**src/tmbc_pkg.sv**
```systemverilog
// ----------------------------------------------------------------------------
// tmbc_pkg: shared types and constants for the tile map box collision block
// Register layout, reset values, item codes and the controller to datapath
// command and status structs.
// ----------------------------------------------------------------------------
`default_nettype none

package tmbc_pkg;

	// field widths fixed by the item layout
	localparam int CELL_IDX_W = 6;
	localparam int CODE_W     = 8;
	localparam int COORD_W    = 16;
	localparam int HALF_W     = 15;
	localparam int GRID_REG_W = 7;
	localparam int CS_W       = 15;

	// item kinds carried on tuser
	localparam logic OP_WRITE = 1'b0;
	localparam logic OP_QUERY = 1'b1;

	// map code that marks a wall
	localparam logic [CODE_W-1:0] WALL_CODE = 8'd1;

	// register indexes, one word apart
	typedef enum logic [1:0] {
		REG_MAP_WIDTH  = 2'd0,
		REG_MAP_HEIGHT = 2'd1,
		REG_CELL_SIZE  = 2'd2,
		REG_WALL_HALF  = 2'd3
	} reg_idx_t;

	typedef struct packed {
		logic [GRID_REG_W-1:0] map_width;
		logic [GRID_REG_W-1:0] map_height;
		logic [CS_W-1:0]       cell_size;
		logic [HALF_W-1:0]     wall_half;
	} cfg_t;

	localparam cfg_t CFG_RESET = '{
		map_width:  7'd64,
		map_height: 7'd64,
		cell_size:  15'd256,
		wall_half:  15'd128
	};

	typedef enum logic [2:0] {
		ST_CLEAR,
		ST_IDLE,
		ST_WRITE,
		ST_SETUP_X,
		ST_SETUP_Z,
		ST_SCAN,
		ST_DRAIN,
		ST_DONE
	} ctrl_state_t;

	// controller to datapath
	typedef struct packed {
		logic clear_step;
		logic load_item;
		logic do_write;
		logic setup_x;
		logic setup_z;
		logic scan_step;
		logic load_result;
	} dp_cmd_t;

	// datapath to controller
	typedef struct packed {
		logic clear_last;
		logic scan_last;
		logic grid_empty;
		logic out_busy;
	} dp_sts_t;

endpackage

`default_nettype wire

```
**src/tmbc_ctrl.sv**
```systemverilog
// ----------------------------------------------------------------------------
// tmbc_ctrl: sequencer for the tile map box collision block
// Runs the clearing sweep after reset, then takes one item at a time and
// steps the datapath through write or setup, scan and result load.
// ----------------------------------------------------------------------------
`default_nettype none

module tmbc_ctrl
	import tmbc_pkg::*;
(
	input  wire logic    clk,
	input  wire logic    arst_n,
	input  wire logic    in_valid,
	input  wire logic    in_op,
	output logic         in_ready,
	output dp_cmd_t      cmd,
	input  wire dp_sts_t sts
);

	ctrl_state_t state_q;
	ctrl_state_t state_nxt;

	// state register
	always_ff @(posedge clk or negedge arst_n) begin
		if (!arst_n) begin
			state_q <= ST_CLEAR;
		end else begin
			state_q <= state_nxt;
		end
	end

	// next state
	always_comb begin
		state_nxt = state_q;
		unique case (state_q)
			ST_CLEAR: begin
				if (sts.clear_last) state_nxt = ST_IDLE;
			end
			ST_IDLE: begin
				if (in_valid) state_nxt = (in_op == OP_QUERY) ? ST_SETUP_X : ST_WRITE;
			end
			ST_WRITE:   state_nxt = ST_DONE;
			ST_SETUP_X: state_nxt = ST_SETUP_Z;
			ST_SETUP_Z: state_nxt = sts.grid_empty ? ST_DONE : ST_SCAN;
			ST_SCAN: begin
				if (sts.scan_last) state_nxt = ST_DRAIN;
			end
			ST_DRAIN:   state_nxt = ST_DONE;
			ST_DONE: begin
				if (!sts.out_busy) state_nxt = ST_IDLE;
			end
			default:    state_nxt = ST_CLEAR;
		endcase
	end

	// outputs
	always_comb begin
		cmd      = '0;
		in_ready = 1'b0;
		unique case (state_q)
			ST_CLEAR:   cmd.clear_step = 1'b1;
			ST_IDLE: begin
				in_ready      = 1'b1;
				cmd.load_item = in_valid;
			end
			ST_WRITE:   cmd.do_write = 1'b1;
			ST_SETUP_X: cmd.setup_x = 1'b1;
			ST_SETUP_Z: cmd.setup_z = 1'b1;
			ST_SCAN:    cmd.scan_step = 1'b1;
			ST_DRAIN:   cmd = '0;
			ST_DONE:    cmd.load_result = !sts.out_busy;
			default:    cmd = '0;
		endcase
	end

	// sweep ends in idle, never in a work state
	a_clear_to_idle: assert property (@(posedge clk) disable iff (!arst_n)
		(state_q == ST_CLEAR && sts.clear_last) |=> (state_q == ST_IDLE))
		else $error("clearing sweep did not end in idle");

	// a query transfer always starts with setup
	a_query_setup: assert property (@(posedge clk) disable iff (!arst_n)
		(in_valid && in_ready && in_op == OP_QUERY) |=> (state_q == ST_SETUP_X))
		else $error("query transfer did not enter setup");

	// the last scanned cell is followed by the drain cycle
	a_scan_drain: assert property (@(posedge clk) disable iff (!arst_n)
		(state_q == ST_SCAN && sts.scan_last) |=> (state_q == ST_DRAIN && !cmd.scan_step))
		else $error("scan ran past the last cell");

	// an empty grid skips the scan
	a_empty_skip: assert property (@(posedge clk) disable iff (!arst_n)
		(state_q == ST_SETUP_Z && sts.grid_empty) |=> (state_q == ST_DONE))
		else $error("empty grid entered the scan");

endmodule

`default_nettype wire

```
**config.mk**
```make
export PLATFORM = sky130hd
export DESIGN_NAME = tmbc_ctrl
export DESIGN_NICKNAME = d
export VERILOG_FILES = /design/src/tmbc_pkg.sv /design/src/tmbc_ctrl.sv
export SDC_FILE = /design/constraint.sdc
export NUM_CORES = 1
export LEC_CHECK = 0
export ABC_AREA = 1
export BUFFER_PORTS_ARGS = -buffer_cell sky130_fd_sc_hd__buf_2
export CAP_MARGIN = 30
export CORE_AREA = 3 3 40 42
export DETAILED_ROUTE_END_ITERATION = 8
export DIE_AREA = 0 0 43 45
export GPL_ROUTABILITY_DRIVEN = 0
export PLACE_DENSITY_LB_ADDON = 0.25
export SETUP_SLACK_MARGIN = 0.05
export SYNTH_ARGS = -nofsm -noshare
export SYNTH_HDL_FRONTEND = slang
export SYNTH_SLANG_ARGS = --single-unit
```
**constraint.sdc**
```tcl
create_clock -name clk -period 3.4 [get_ports clk]
set_input_delay 0.34 -clock clk [delete_from_list [all_inputs] [get_ports clk]]
set_output_delay 0.34 -clock clk [all_outputs]
set_load 0.01 [all_outputs]
```
==> results of run 1 <==
==> cell families after synthesis <==
family / synth area share, %
flops: 25.8
compound gates: 6.01
buf+inv: 20.6
simple gates: 47.6
==> routing by layer <==
| layer | part of all wire [%] | global-route usage [%] | vias to the layer above |
|---|---|---|---|
| met5 | 0 | 0 | - |
| met4 | 0 | 7.23 | 0 |
| met3 | 6.9 | 2.39 | 0 |
| met2 | 45 | 11.4 | 8 |
| met1 | 48 | 9.47 | 126 |
| li1 | - | - | 177 |
==> placed cells by master, fill, tap and decap left out, drive strengths merged <==
master / instances
dfrtp: 3
nand3: 6
nand2: 10
nor2: 11
dlygate4sd3: 1
clkbuf: 4
a21boi: 1
inv: 10
a21oi: 1
buf: 15
nor3: 2
o21ai: 1
==> critical path, delay by kind of cell, from the launching register on <==
| kind | cells | cell delay (ns) |
|---|---|---|
| buffers and inverters | 1 | 0.13 |
| flip-flops | 1 | 0.51 |
| AND/OR/NAND/NOR | 2 | 0.29 |
==> area by class of cell <==
cell class | count | share of cell area [%]
clock buffers | 4 | 6.58
well taps | 15 | 4.70
multi-input cells | 32 | 39.2
flip-flops and latches | 3 | 18.8
repair buffers | 16 | 21.3
inverters | 10 | 9.40
==> worst max-delay path by stage <==
stage | start | to | depth (start not counted)
floorplan | state_q[2]$_DFFE_PN0P_ | cmd[5] | 4
global route | state_q[0]$_DFFE_PN0P_ | cmd[0] | 3
detailed placement | state_q[0]$_DFFE_PN0P_ | cmd[0] | 3
CTS | state_q[0]$_DFFE_PN0P_ | cmd[0] | 3
global placement | state_q[0]$_DFFE_PN0P_ | cmd[0] | 3
finish | state_q[0]$_DFFE_PN0P_ | cmd[0] | 3
==> metrics by stage <==
step / instance area [um^2] / power (mW) / utilization [%] / setup WS [ns] / hold slack, ns
after CTS: 399 / 0.374 / 31.1 / 1.89 / 0.433
after global placement: 363 / 0.308 / 28.2 / 2.15 / 0.138
after floorplan: 292 / 0.270 / - / 2.26 / 0.0444
final: 399 / 0.367 / 31.1 / 1.90 / 0.436
after global routing: 399 / 0.412 / 31.1 / 1.77 / 0.439
after detailed placement: 363 / 0.308 / 28.2 / 2.14 / 0.138
==> timing repair <==
| action | 4_1_cts | 5_1_grt |
|---|---|---|
| hold buffers | 1 | 0 |
| buffers inserted | 0 | 0 |
| endpoints found under the hold margin | 3 | 0 |
==> power by group through the flow <==
| stage | registers [mW] | logic (mW) | clock network, mW |
|---|---|---|---|
| final | 0.100 | 0.205 | 0.0608 |
| after global routing | 0.106 | 0.237 | 0.0696 |
| after CTS | 0.100 | 0.209 | 0.0641 |
| after detailed placement | 0.101 | 0.208 | 0 |
| after global placement | 0.101 | 0.207 | 0 |
| after floorplan | 0.0704 | 0.200 | 0 |
==> report_table.html, run 1 <==
<table>
<tr><th>Metric</th><th>Value</th></tr>
<tr><th colspan="2">Outcome</th></tr>
<tr><td>Status</td><td>finished clean</td></tr>
<tr><th colspan="2">Clocking</th></tr>
<tr><td>Worst-path clk slew</td><td>0.04 ns</td></tr>
<tr><td>Deepest clock path buffer count</td><td>2</td></tr>
<tr><td>CTS buffer count</td><td>3</td></tr>
<tr><td>Cell chosen for the clock root</td><td>sky130_fd_sc_hd__clkbuf_4</td></tr>
<tr><td>TritonCTS clock tree</td><td>built</td></tr>
<tr><td>Number of clock sinks seen by CTS</td><td>3</td></tr>
<tr><td>Clock Latency Late Sink</td><td>0.23 ns</td></tr>
<tr><td>Total of cells resized after clock tree synthesis</td><td>0</td></tr>
<tr><td>Maximum level of the CTS H-tree</td><td>1</td></tr>
<tr><th colspan="2">Power</th></tr>
<tr><td>Combinational cell fraction of total power</td><td>56.1%</td></tr>
<tr><td>Leak Pwr</td><td>0.254 nW</td></tr>
<tr><td>Internal Dissipation</td><td>0.186 mW</td></tr>
<tr><td>Sequential fraction of design power</td><td>27.4%</td></tr>
<tr><td>Maximum vdd ir drop</td><td>0.228 mV</td></tr>
<tr><td>Share of power burned in the clock network</td><td>16.6%</td></tr>
<tr><td>Fraction of power spent switching nets</td><td>49.4%</td></tr>
<tr><td>Cell area power density</td><td>919 nW/um^2</td></tr>
<tr><td>Sw Pwr</td><td>0.181 mW</td></tr>
<tr><th colspan="2">Logic synthesis</th></tr>
<tr><td>Flip-flop cell with the highest count after synthesis</td><td>sky130_fd_sc_hd__dfrtp_1</td></tr>
<tr><td>Yosys warning total</td><td>0</td></tr>
<tr><td>Share of synthesized registers carrying an async set or reset</td><td>100%</td></tr>
<tr><td>Ranking of synthesized cells by instance count</td><td>sky130_fd_sc_hd__nand2_1, sky130_fd_sc_hd__inv_1, sky130_fd_sc_hd__nor2_1, sky130_fd_sc_hd__nand3_1</td></tr>
<tr><td>Average footprint of a synthesized cell</td><td>6.20 um^2</td></tr>
<tr><td>Area of the mapped netlist</td><td>292 um^2</td></tr>
<tr><td>Number of synthesized register bits</td><td>3</td></tr>
<tr><td>Cells taking the most area after synthesis</td><td>sky130_fd_sc_hd__dfrtp_1, sky130_fd_sc_hd__nand2_1, sky130_fd_sc_hd__inv_1</td></tr>
<tr><td>Synthesized instance count</td><td>47</td></tr>
<tr><td>Area share of the leading cell type in the synthesized netlist</td><td>25.8%</td></tr>
<tr><td>Net count after synthesis</td><td>55</td></tr>
<tr><td>Sequential fraction of the synthesis area</td><td>25.8%</td></tr>
<tr><td>Top cell type by total area after synthesis</td><td>sky130_fd_sc_hd__dfrtp_1</td></tr>
<tr><td>Number of flops mapped to enable cells by yosys</td><td>0</td></tr>
<tr><td>Distinct cells, synth</td><td>14</td></tr>
<tr><td>Most numerous cell in the Yosys netlist</td><td>sky130_fd_sc_hd__nand2_1</td></tr>
<tr><th colspan="2">Flow run</th></tr>
<tr><td>Total of max-cap violations</td><td>0</td></tr>
<tr><th colspan="2">Critical path</th></tr>
<tr><td>Arrival time of the worst setup path</td><td>1.16 ns</td></tr>
<tr><td>FF-to-FF setup slack</td><td>2.20 ns</td></tr>
<tr><td>Worst setup path category</td><td>flop to primary output</td></tr>
<tr><td>Kind of start point of the critical path</td><td>flop</td></tr>
<tr><td>Terminus of the critical flop-to-flop path</td><td>state_q[0]$_DFFE_PN0P_</td></tr>
<tr><td>Crit path cell chain</td><td>nand3_1, nor2_1, buf_2</td></tr>
<tr><td>Critical path peak fanout</td><td>9</td></tr>
<tr><td>Cell type of the slowest stage on the worst timing path</td><td>sky130_fd_sc_hd__dfrtp_1</td></tr>
<tr><td>Stage delay of the slowest cell on the critical path</td><td>0.51 ns</td></tr>
<tr><td>Startpoint of the lowest-slack register-to-register path</td><td>state_q[2]$_DFFE_PN0P_</td></tr>
<tr><td>Critical path required time</td><td>3.06 ns</td></tr>
<tr><td>Number of cells on the worst reg-to-reg path</td><td>7</td></tr>
<tr><td>Critical Path Sink Type</td><td>primary output</td></tr>
<tr><th colspan="2">Final layout</th></tr>
<tr><td>Sequential cell area</td><td>75.1 um^2</td></tr>
<tr><td>Number of filler cells placed in the layout</td><td>156</td></tr>
<tr><td>Max reg flops</td><td>3</td></tr>
<tr><td>ANT cells</td><td>0</td></tr>
<tr><td>Regs by FF count</td><td>state_q x3</td></tr>
<tr><td>P&amp;R area growth vs syn</td><td>36.9%</td></tr>
<tr><td>Fraction of final layout cells sized beyond drive strength 1</td><td>40.0%</td></tr>
<tr><td>Total Nets Final</td><td>74</td></tr>
<tr><td>Largest reg by FF count</td><td>state_q</td></tr>
<tr><td>Post-route insts no fill</td><td>80</td></tr>
<tr><td>Area taken by multi-input logic gates</td><td>156 um^2</td></tr>
<tr><th colspan="2">STA</th></tr>
<tr><td>Tmin final</td><td>1.50 ns</td></tr>
<tr><td>Total count of hold-check failures in the final report</td><td>0</td></tr>
<tr><td>Post-route fraction of the period consumed by the critical path</td><td>44.0%</td></tr>
<tr><td>Setup TNS</td><td>0 ns</td></tr>
<tr><td>Final-report setup violation count</td><td>0</td></tr>
<tr><td>Relative max-transition margin</td><td>79.9%</td></tr>
<tr><td>Highest clock frequency the design can meet</td><td>669 MHz</td></tr>
<tr><td>Unrepaired setup endpoints after global routing</td><td>false</td></tr>
<tr><td>Setup Skew</td><td>0.000722 ns</td></tr>
<tr><td>Max-slew violation count</td><td>0</td></tr>
<tr><td>Worst slew pin tran</td><td>0.302 ns</td></tr>
<tr><th colspan="2">Detailed routing</th></tr>
<tr><td>Total via count after detailed routing</td><td>311</td></tr>
<tr><td>Total iterations of the first detailed-routing run</td><td>2</td></tr>
<tr><td>Sum of routed wire length over all layers</td><td>656 um</td></tr>
<tr><td>Routed length per instance</td><td>8.20 um</td></tr>
<tr><td>Remaining design rule violation count</td><td>0</td></tr>
<tr><td>Drt first-iter violations</td><td>7</td></tr>
<tr><td>Post-route ant nets</td><td>0</td></tr>
<tr><td>Vias per Instance</td><td>3.89</td></tr>
<tr><th colspan="2">Global routing</th></tr>
<tr><td>Total routing resource utilization after global routing</td><td>7.93%</td></tr>
<tr><td>Via count of the first global-routing pass</td><td>271</td></tr>
<tr><td>Overflow left after global routing</td><td>0</td></tr>
<tr><td>First-pass GRT wire length</td><td>1.08 mm</td></tr>
<tr><td>Pin count of the biggest net entering global routing</td><td>10</td></tr>
<tr><td>Antenna violations before repair</td><td>0</td></tr>
<tr><th colspan="2">Die</th></tr>
<tr><td>Total I/O pin count</td><td>16</td></tr>
<tr><td>Horizontal extent of the die</td><td>43 um</td></tr>
<tr><td>Placeable core region</td><td>1280 um^2</td></tr>
<tr><td>Core Rows</td><td>13</td></tr>
<tr><td>Die ar.</td><td>1940 um^2</td></tr>
<tr><td>Effective utilization at floorplan</td><td>22.7%</td></tr>
<tr><td>Die outline height</td><td>45 um</td></tr>
<tr><th colspan="2">Placed design</th></tr>
<tr><td>HPWL Detailed</td><td>527 um</td></tr>
<tr><td>Number of placed instances, taps included</td><td>75</td></tr>
<tr><td>Port-buffer cells</td><td>15</td></tr>
<tr><th colspan="2">Min path</th></tr>
<tr><td>Class of the most critical hold timing path</td><td>primary input to async pin</td></tr>
</table>
No activity file was read; power rests on OpenSTA's default activity.
==> run 2: changes to the inputs <==
ABC_AREA = 0   (was 1)
clock period = 1.3 ns   (was 3.4 ns; I/O delays follow)
==> run 2 against run 1 <==
Compared with the run above: power rose to 2.8 times the previous value; largest power group unchanged; clock-buffer cell count did not move; worst setup slack got worse by 1.9 ns; routed wire length rose by 15%; core utilization rose by 4.7 points.
==> report_table.html, run 2 <==
<table>
<tr><th>Metric</th><th>Value</th></tr>
<tr><th colspan="2">Logic synthesis</th></tr>
<tr><td>Yosys warning total</td><td>0</td></tr>
<tr><td>Most numerous cell in the Yosys netlist</td><td>sky130_fd_sc_hd__nor2_1</td></tr>
<tr><td>Area of the mapped netlist</td><td>239 um^2</td></tr>
<tr><td>Number of flops mapped to enable cells by yosys</td><td>0</td></tr>
<tr><td>Sequential fraction of the synthesis area</td><td>31.4%</td></tr>
<tr><td>Flip-flop cell with the highest count after synthesis</td><td>sky130_fd_sc_hd__dfrtp_1</td></tr>
<tr><td>Share of synthesized registers carrying an async set or reset</td><td>100%</td></tr>
<tr><td>Net count after synthesis</td><td>38</td></tr>
<tr><td>Distinct cells, synth</td><td>16</td></tr>
<tr><td>Area share of the leading cell type in the synthesized netlist</td><td>31.4%</td></tr>
<tr><td>Number of synthesized register bits</td><td>3</td></tr>
<tr><td>Ranking of synthesized cells by instance count</td><td>sky130_fd_sc_hd__nor2_1, sky130_fd_sc_hd__a21oi_1, sky130_fd_sc_hd__buf_4, sky130_fd_sc_hd__dfrtp_1</td></tr>
<tr><td>Average footprint of a synthesized cell</td><td>7.97 um^2</td></tr>
<tr><td>Synthesized instance count</td><td>30</td></tr>
<tr><td>Cells taking the most area after synthesis</td><td>sky130_fd_sc_hd__dfrtp_1, sky130_fd_sc_hd__buf_4, sky130_fd_sc_hd__nor3_2</td></tr>
<tr><td>Top cell type by total area after synthesis</td><td>sky130_fd_sc_hd__dfrtp_1</td></tr>
<tr><th colspan="2">Placed design</th></tr>
<tr><td>HPWL Detailed</td><td>484 um</td></tr>
<tr><td>Number of placed instances, taps included</td><td>58</td></tr>
<tr><td>Port-buffer cells</td><td>15</td></tr>
<tr><td>Post-Place Cell Area</td><td>318 um^2</td></tr>
<tr><th colspan="2">Final layout</th></tr>
<tr><td>Largest reg by FF count</td><td>state_q</td></tr>
<tr><td>Post-route design area</td><td>459 um^2</td></tr>
<tr><td>Fraction of final layout cells sized beyond drive strength 1</td><td>63.6%</td></tr>
<tr><td>Post-route insts no fill</td><td>70</td></tr>
<tr><td>Total Nets Final</td><td>64</td></tr>
<tr><td>Max reg flops</td><td>3</td></tr>
<tr><td>ANT cells</td><td>0</td></tr>
<tr><td>P&amp;R area growth vs syn</td><td>92.1%</td></tr>
<tr><td>Regs by FF count</td><td>state_q x3</td></tr>
<tr><td>Commonest non-fill, non-tap cells in the layout</td><td>sky130_fd_sc_hd__buf_2, sky130_fd_sc_hd__buf_4, sky130_fd_sc_hd__nor2_1</td></tr>
<tr><td>Most common library cell in the layout ignoring fill and taps</td><td>sky130_fd_sc_hd__buf_2</td></tr>
<tr><th colspan="2">STA</th></tr>
<tr><td>Highest clock frequency the design can meet</td><td>791 MHz</td></tr>
<tr><td>Tmin final</td><td>1.26 ns</td></tr>
<tr><td>Setup TNS</td><td>0 ns</td></tr>
<tr><td>Relative max-transition margin</td><td>87.1%</td></tr>
<tr><td>Final-report setup violation count</td><td>0</td></tr>
<tr><td>Max-slew violation count</td><td>0</td></tr>
<tr><td>Unrepaired setup endpoints after global routing</td><td>true</td></tr>
<tr><td>Setup Skew</td><td>0.00250 ns</td></tr>
<tr><td>Total count of hold-check failures in the final report</td><td>0</td></tr>
<tr><td>Worst slew pin tran</td><td>0.192 ns</td></tr>
<tr><td>Post-route fraction of the period consumed by the critical path</td><td>97.3%</td></tr>
<tr><th colspan="2">Critical path</th></tr>
<tr><td>Crit path cell chain</td><td>buf_12, nand2_4, nor3_4, buf_2</td></tr>
<tr><td>Largest delay contributor family on the critical path</td><td>flip-flops</td></tr>
<tr><td>Number of gates on the worst path with buffers counted</td><td>4</td></tr>
<tr><td>Number of cells on the worst reg-to-reg path</td><td>5</td></tr>
<tr><td>Kind of start point of the critical path</td><td>flop</td></tr>
<tr><td>Arrival time of the worst setup path</td><td>1.13 ns</td></tr>
<tr><td>Cell type of the slowest stage on the worst timing path</td><td>sky130_fd_sc_hd__dfrtp_2</td></tr>
<tr><td>Critical path required time</td><td>1.17 ns</td></tr>
<tr><td>Worst setup path category</td><td>flop to primary output</td></tr>
<tr><td>Critical Path Sink Type</td><td>primary output</td></tr>
<tr><td>Stage delay of the slowest cell on the critical path</td><td>0.38 ns</td></tr>
<tr><td>Buffering stage count on the worst path with inverters included</td><td>2</td></tr>
<tr><td>Critical path peak fanout</td><td>8</td></tr>
<tr><th colspan="2">Detailed routing</th></tr>
<tr><td>Total iterations of the first detailed-routing run</td><td>4</td></tr>
<tr><td>Total via count after detailed routing</td><td>311</td></tr>
<tr><td>Vias per Instance</td><td>4.44</td></tr>
<tr><td>Sum of routed wire length over all layers</td><td>754 um</td></tr>
<tr><td>Remaining design rule violation count</td><td>0</td></tr>
<tr><td>Drt first-iter violations</td><td>8</td></tr>
<tr><td>Routed length per instance</td><td>10.8 um</td></tr>
<tr><td>Post-route ant nets</td><td>0</td></tr>
<tr><th colspan="2">Die</th></tr>
<tr><td>Die ar.</td><td>1940 um^2</td></tr>
<tr><td>Effective utilization at floorplan</td><td>18.6%</td></tr>
<tr><td>Die outline height</td><td>45 um</td></tr>
<tr><td>Horizontal extent of the die</td><td>43 um</td></tr>
<tr><td>Total I/O pin count</td><td>16</td></tr>
<tr><td>Placeable core region</td><td>1280 um^2</td></tr>
<tr><td>Core Rows</td><td>13</td></tr>
<tr><th colspan="2">Power</th></tr>
<tr><td>Maximum vdd ir drop</td><td>0.724 mV</td></tr>
<tr><td>Leak Pwr</td><td>0.234 nW</td></tr>
<tr><td>Cell area power density</td><td>2250 nW/um^2</td></tr>
<tr><th colspan="2">Global routing</th></tr>
<tr><td>Pin count of the biggest net entering global routing</td><td>10</td></tr>
<tr><td>Overflow left after global routing</td><td>0</td></tr>
<tr><td>First-pass GRT wire length</td><td>1.21 mm</td></tr>
<tr><td>Antenna violations before repair</td><td>0</td></tr>
<tr><td>Via count of the first global-routing pass</td><td>291</td></tr>
<tr><td>Total routing resource utilization after global routing</td><td>8.93%</td></tr>
<tr><th colspan="2">Clocking</th></tr>
<tr><td>Maximum level of the CTS H-tree</td><td>1</td></tr>
<tr><td>Worst-path clk slew</td><td>0.04 ns</td></tr>
<tr><td>TritonCTS clock tree</td><td>built</td></tr>
<tr><td>Number of clock sinks seen by CTS</td><td>3</td></tr>
<tr><td>Cell chosen for the clock root</td><td>sky130_fd_sc_hd__clkbuf_4</td></tr>
<tr><td>CTS buffer count</td><td>3</td></tr>
<tr><td>Clock Latency Late Sink</td><td>0.23 ns</td></tr>
<tr><td>Deepest clock path buffer count</td><td>2</td></tr>
<tr><th colspan="2">Outcome</th></tr>
<tr><td>Status</td><td>finished clean</td></tr>
<tr><th colspan="2">Min path</th></tr>
<tr><td>Class of the most critical hold timing path</td><td>primary input to async pin</td></tr>
<tr><th colspan="2">Flow run</th></tr>
<tr><td>Total of max-cap violations</td><td>0</td></tr>
</table>
run 2: changes by cell type in the layout (fill, tap and decap cells not counted), moves of 3 or more:
cell / delta
sky130_fd_sc_hd__nor2_2: -3
sky130_fd_sc_hd__nand2_1: -8
sky130_fd_sc_hd__buf_4: +6
sky130_fd_sc_hd__nand3_1: -4
sky130_fd_sc_hd__inv_1: -6
sky130_fd_sc_hd__nor2_1: -4
run 2: cell families after synthesis:
family	synth area share (%)
AOI/OAI and AO/OA	24.1
DFF	31.4
and+or+nand+nor	31.9
buffers and inverters	12.6
run 2: metal layers:
| metal | up-vias | routed length [um] | track usage, % |
|---|---|---|---|
| met5 | - | 0 | 0 |
| met1 | 141 | 293 | 8.74 |
| li1 | 154 | - | - |
| met3 | 2 | 57 | 4.38 |
| met2 | 14 | 389 | 14.4 |
| met4 | 0 | 14 | 7.23 |
run 2: cell type report:
| type | instances | area [um^2] |
|---|---|---|
| Timing Repair Buffer | 24 | 155 |
| Fill cell | 141 | 826 |
| Clock buffer | 4 | 26.3 |
| Tap cell | 15 | 18.8 |
| Inverter | 2 | 7.51 |
| Multi-Input combinational cell | 22 | 174 |
| Sequential cell | 3 | 77.6 |
run 2: power by group:
group | internal [mW] | switching [mW] | total (mW)
clock | 0.115 | 0.0502 | 0.165
sequential | 0.141 | 0.0613 | 0.202
combinational | 0.336 | 0.332 | 0.668
run 2: worst paths after layout:
check                                            start                     end  slack [ns]
worst max-delay path            state_q[2]$_DFFE_PN0P_                  cmd[0]        0.04
worst min-delay path                            arst_n  state_q[0]$_DFFE_PN0P_        0.22
max in group asynchronous                       arst_n  state_q[2]$_DFFE_PN0P_        0.97
min in group clk                                sts[2]  state_q[0]$_DFFE_PN0P_        0.26
worst max register to register  state_q[2]$_DFFE_PN0P_  state_q[1]$_DFFE_PN0P_        0.09
worst min register to register  state_q[1]$_DFFE_PN0P_  state_q[2]$_DFFE_PN0P_        0.69
run 2: through the flow:
step	util (%)	power, mW	hold slack (ns)	setup slack (ns)
2_1_floorplan	-	0.505	-0.166	0.252
3_3_place_gp	24.7	0.603	-0.0711	0.119
3_5_place_dp	24.7	0.598	-0.0738	0.105
4_1_cts	31.5	0.907	0.176	0.0217
5_1_grt	35.7	1.12	0.219	-0.0210
6_report	35.7	1.04	0.217	0.0357
run 2: repair_timing:
action | 4_1_cts | 5_1_grt
gates resized for setup | 4 | 8
hold buffers | 1 | 0
setup endpoints to repair | 7 | 8
setup buffers | 4 | 3
pin swaps | 2 | 3
endpoints found under the hold margin | 3 | 0
run 2: worst reg2reg max path, cell delays in order, from the launching register on:
cell and delay, ns:
sky130_fd_sc_hd__dfrtp_2 0.42, sky130_fd_sc_hd__buf_12 0.14, sky130_fd_sc_hd__buf_4 0.14, sky130_fd_sc_hd__nor3_4 0.16
sky130_fd_sc_hd__o21bai_1 0.14, sky130_fd_sc_hd__a221oi_2 0.08
==> run 3: changes to the inputs <==
ABC_CLOCK_PERIOD_IN_PS = 1300   (was unset)
SETUP_SLACK_MARGIN = unset   (was 0.05)
==> run 3 against run 2 <==
Compared with the run above: critical path depth did not move; non-clock buffer count rose by 1; worst hold slack barely moved; largest power group unchanged; highest routed layer unchanged.
==> report_table.html, run 3 (synthesis results as in run 2) <==
<table>
<tr><th>Metric</th><th>Value</th></tr>
<tr><th colspan="2">Clocking</th></tr>
<tr><td>Maximum level of the CTS H-tree</td><td>1</td></tr>
<tr><td>Number of clock sinks seen by CTS</td><td>3</td></tr>
<tr><td>CTS buffer count</td><td>3</td></tr>
<tr><td>Worst-path clk slew</td><td>0.04 ns</td></tr>
<tr><td>Deepest clock path buffer count</td><td>2</td></tr>
<tr><td>Cell chosen for the clock root</td><td>sky130_fd_sc_hd__clkbuf_4</td></tr>
<tr><td>Clock Latency Late Sink</td><td>0.24 ns</td></tr>
<tr><td>TritonCTS clock tree</td><td>built</td></tr>
<tr><th colspan="2">Global routing</th></tr>
<tr><td>Total routing resource utilization after global routing</td><td>8.51%</td></tr>
<tr><td>Overflow left after global routing</td><td>0</td></tr>
<tr><td>Via count of the first global-routing pass</td><td>271</td></tr>
<tr><td>Pin count of the biggest net entering global routing</td><td>10</td></tr>
<tr><td>First-pass GRT wire length</td><td>1.15 mm</td></tr>
<tr><td>Antenna violations before repair</td><td>0</td></tr>
<tr><th colspan="2">STA</th></tr>
<tr><td>Final-report setup violation count</td><td>0</td></tr>
<tr><td>Worst slew pin tran</td><td>0.216 ns</td></tr>
<tr><td>Fin Hold WS</td><td>0.217 ns</td></tr>
<tr><td>Total count of hold-check failures in the final report</td><td>0</td></tr>
<tr><td>Tmin final</td><td>1.25 ns</td></tr>
<tr><td>Setup Skew</td><td>0.00255 ns</td></tr>
<tr><td>Relative max-transition margin</td><td>85.5%</td></tr>
<tr><td>Setup TNS</td><td>0 ns</td></tr>
<tr><td>Max-slew violation count</td><td>0</td></tr>
<tr><td>Post-route fraction of the period consumed by the critical path</td><td>96.4%</td></tr>
<tr><td>Highest clock frequency the design can meet</td><td>798 MHz</td></tr>
<tr><th colspan="2">Die</th></tr>
<tr><td>Horizontal extent of the die</td><td>43 um</td></tr>
<tr><td>Placeable core region</td><td>1280 um^2</td></tr>
<tr><td>Die ar.</td><td>1940 um^2</td></tr>
<tr><td>Die outline height</td><td>45 um</td></tr>
<tr><td>Total I/O pin count</td><td>16</td></tr>
<tr><td>Core Rows</td><td>13</td></tr>
<tr><td>Effective utilization at floorplan</td><td>18.6%</td></tr>
<tr><th colspan="2">Critical path</th></tr>
<tr><td>FF-to-FF setup slack</td><td>0.08 ns</td></tr>
<tr><td>Critical path required time</td><td>1.17 ns</td></tr>
<tr><td>Worst setup path category</td><td>flop to primary output</td></tr>
<tr><td>Arrival time of the worst setup path</td><td>1.12 ns</td></tr>
<tr><td>Terminus of the critical flop-to-flop path</td><td>state_q[0]$_DFFE_PN0P_</td></tr>
<tr><td>Startpoint of the lowest-slack register-to-register path</td><td>state_q[2]$_DFFE_PN0P_</td></tr>
<tr><td>Number of cells on the worst reg-to-reg path</td><td>5</td></tr>
<tr><td>Critical Path Sink Type</td><td>primary output</td></tr>
<tr><td>Kind of start point of the critical path</td><td>flop</td></tr>
<tr><td>Endpoint of the most critical setup path</td><td>cmd[0]</td></tr>
<tr><td>Critical path peak fanout</td><td>8</td></tr>
<tr><td>Crit. Startpoint</td><td>state_q[2]$_DFFE_PN0P_</td></tr>
<tr><th colspan="2">Final layout</th></tr>
<tr><td>Final Core Density</td><td>36.6%</td></tr>
<tr><td>Most common library cell in the layout ignoring fill and taps</td><td>sky130_fd_sc_hd__buf_2</td></tr>
<tr><td>Regs by FF count</td><td>state_q x3</td></tr>
<tr><td>P&amp;R area growth vs syn</td><td>96.9%</td></tr>
<tr><td>Largest reg by FF count</td><td>state_q</td></tr>
<tr><td>Total Nets Final</td><td>65</td></tr>
<tr><td>Max reg flops</td><td>3</td></tr>
<tr><td>ANT cells</td><td>0</td></tr>
<tr><td>Post-route insts no fill</td><td>71</td></tr>
<tr><td>Fraction of final layout cells sized beyond drive strength 1</td><td>66.1%</td></tr>
<tr><td>Commonest non-fill, non-tap cells in the layout</td><td>sky130_fd_sc_hd__buf_2, sky130_fd_sc_hd__buf_4, sky130_fd_sc_hd__nor2_1</td></tr>
<tr><th colspan="2">Power</th></tr>
<tr><td>Leak Pwr</td><td>0.236 nW</td></tr>
<tr><td>Fraction of power spent switching nets</td><td>41.7%</td></tr>
<tr><td>Share of power burned in the clock network</td><td>15.4%</td></tr>
<tr><td>Sequential fraction of design power</td><td>19.4%</td></tr>
<tr><td>Combinational cell fraction of total power</td><td>65.2%</td></tr>
<tr><td>Internal Dissipation</td><td>0.627 mW</td></tr>
<tr><td>Sw Pwr</td><td>0.448 mW</td></tr>
<tr><td>Maximum vdd ir drop</td><td>0.798 mV</td></tr>
<tr><td>Cell area power density</td><td>2280 nW/um^2</td></tr>
<tr><th colspan="2">Detailed routing</th></tr>
<tr><td>Total via count after detailed routing</td><td>312</td></tr>
<tr><td>Post-route ant nets</td><td>0</td></tr>
<tr><td>Remaining design rule violation count</td><td>0</td></tr>
<tr><td>Routed length per instance</td><td>10.7 um</td></tr>
<tr><td>Total iterations of the first detailed-routing run</td><td>4</td></tr>
<tr><td>Drt first-iter violations</td><td>4</td></tr>
<tr><td>Vias per Instance</td><td>4.39</td></tr>
<tr><td>Sum of routed wire length over all layers</td><td>760 um</td></tr>
<tr><th colspan="2">Placed design</th></tr>
<tr><td>HPWL Detailed</td><td>484 um</td></tr>
<tr><td>Port-buffer cells</td><td>15</td></tr>
<tr><td>Number of placed instances, taps included</td><td>58</td></tr>
<tr><th colspan="2">Flow run</th></tr>
<tr><td>Total of max-cap violations</td><td>0</td></tr>
<tr><th colspan="2">Min path</th></tr>
<tr><td>Class of the most critical hold timing path</td><td>primary input to async pin</td></tr>
<tr><th colspan="2">Outcome</th></tr>
<tr><td>Status</td><td>finished clean</td></tr>
</table>
-- run 3: cell types whose count changed in the layout (fill, tap and decap cells not counted) --
cell | before | now
sky130_fd_sc_hd__nor3_4 | 2 | 1
sky130_fd_sc_hd__nor3_2 | 1 | 2
sky130_fd_sc_hd__buf_6 | 0 | 2
sky130_fd_sc_hd__inv_1 | 2 | 1
sky130_fd_sc_hd__buf_2 | 16 | 15
sky130_fd_sc_hd__inv_2 | 0 | 1
-- run 3: power by group through the flow --
| stage | registers [mW] | logic [mW] | clock network, mW |
|---|---|---|---|
| 2_1_floorplan | 0.145 | 0.360 | 0 |
| 3_3_place_gp | 0.215 | 0.388 | 0 |
| 3_5_place_dp | 0.213 | 0.385 | 0 |
| 4_1_cts | 0.206 | 0.498 | 0.170 |
| 5_1_grt | 0.216 | 0.762 | 0.182 |
| 6_report | 0.209 | 0.701 | 0.166 |
-- run 3: per-stage QoR --
stage / cell area [um^2] / setup WS, ns / power (mW)
after floorplan: 239 / 0.252 / 0.505
after global placement: 318 / 0.119 / 0.603
after detailed placement: 318 / 0.105 / 0.598
after CTS: 394 / 0.0140 / 0.874
after global routing: 470 / -0.0140 / 1.16
final: 470 / 0.0465 / 1.07
-- run 3: worst max-delay path, cell delays in order (launching register included) --
cell and delay [ns]:
sky130_fd_sc_hd__dfrtp_2 0.38, sky130_fd_sc_hd__buf_12 0.13, sky130_fd_sc_hd__nand2_4 0.06, sky130_fd_sc_hd__nor3_4 0.16, sky130_fd_sc_hd__buf_2 0.15
-- run 3: what timing repair did --
action / in CTS / in global routing
setup buffers: 2 / 6
endpoints found under the hold margin: 3 / 0
hold buffers: 1 / 0
gates resized for setup: 4 / 8
cloned: 0 / 0
setup endpoints to repair: 4 / 5
pin swaps: 1 / 5
-- run 3: layer usage --
metal | wire, um | GRT usage (%) | part of all wire, %
met5 | 0 | 0 | 0
met4 | 14 | 7.23 | 1.8
met3 | 53 | 4.38 | 7.0
met2 | 409 | 13.2 | 54
met1 | 283 | 8.50 | 37
-- run 3: layout make-up --
class	instances	area, um^2
timing repair buffer	25	173
tap	15	18.8
inverter	2	7.51
fill	137	815
multi-input combinational	22	168
sequential	3	77.6
clock buffer	4	26.3
-- run 3: how the worst min path moves through the flow --
stage	startpoint	end	cells past startpoint
final	arst_n	state_q[0]$_DFFE_PN0P_	2
after global routing	arst_n	state_q[0]$_DFFE_PN0P_	2
after CTS	sts[0]	state_q[2]$_DFFE_PN0P_	3
after detailed placement	arst_n	state_q[1]$_DFFE_PN0P_	1
after global placement	arst_n	state_q[1]$_DFFE_PN0P_	1
after floorplan	arst_n	state_q[0]$_DFFE_PN0P_	0
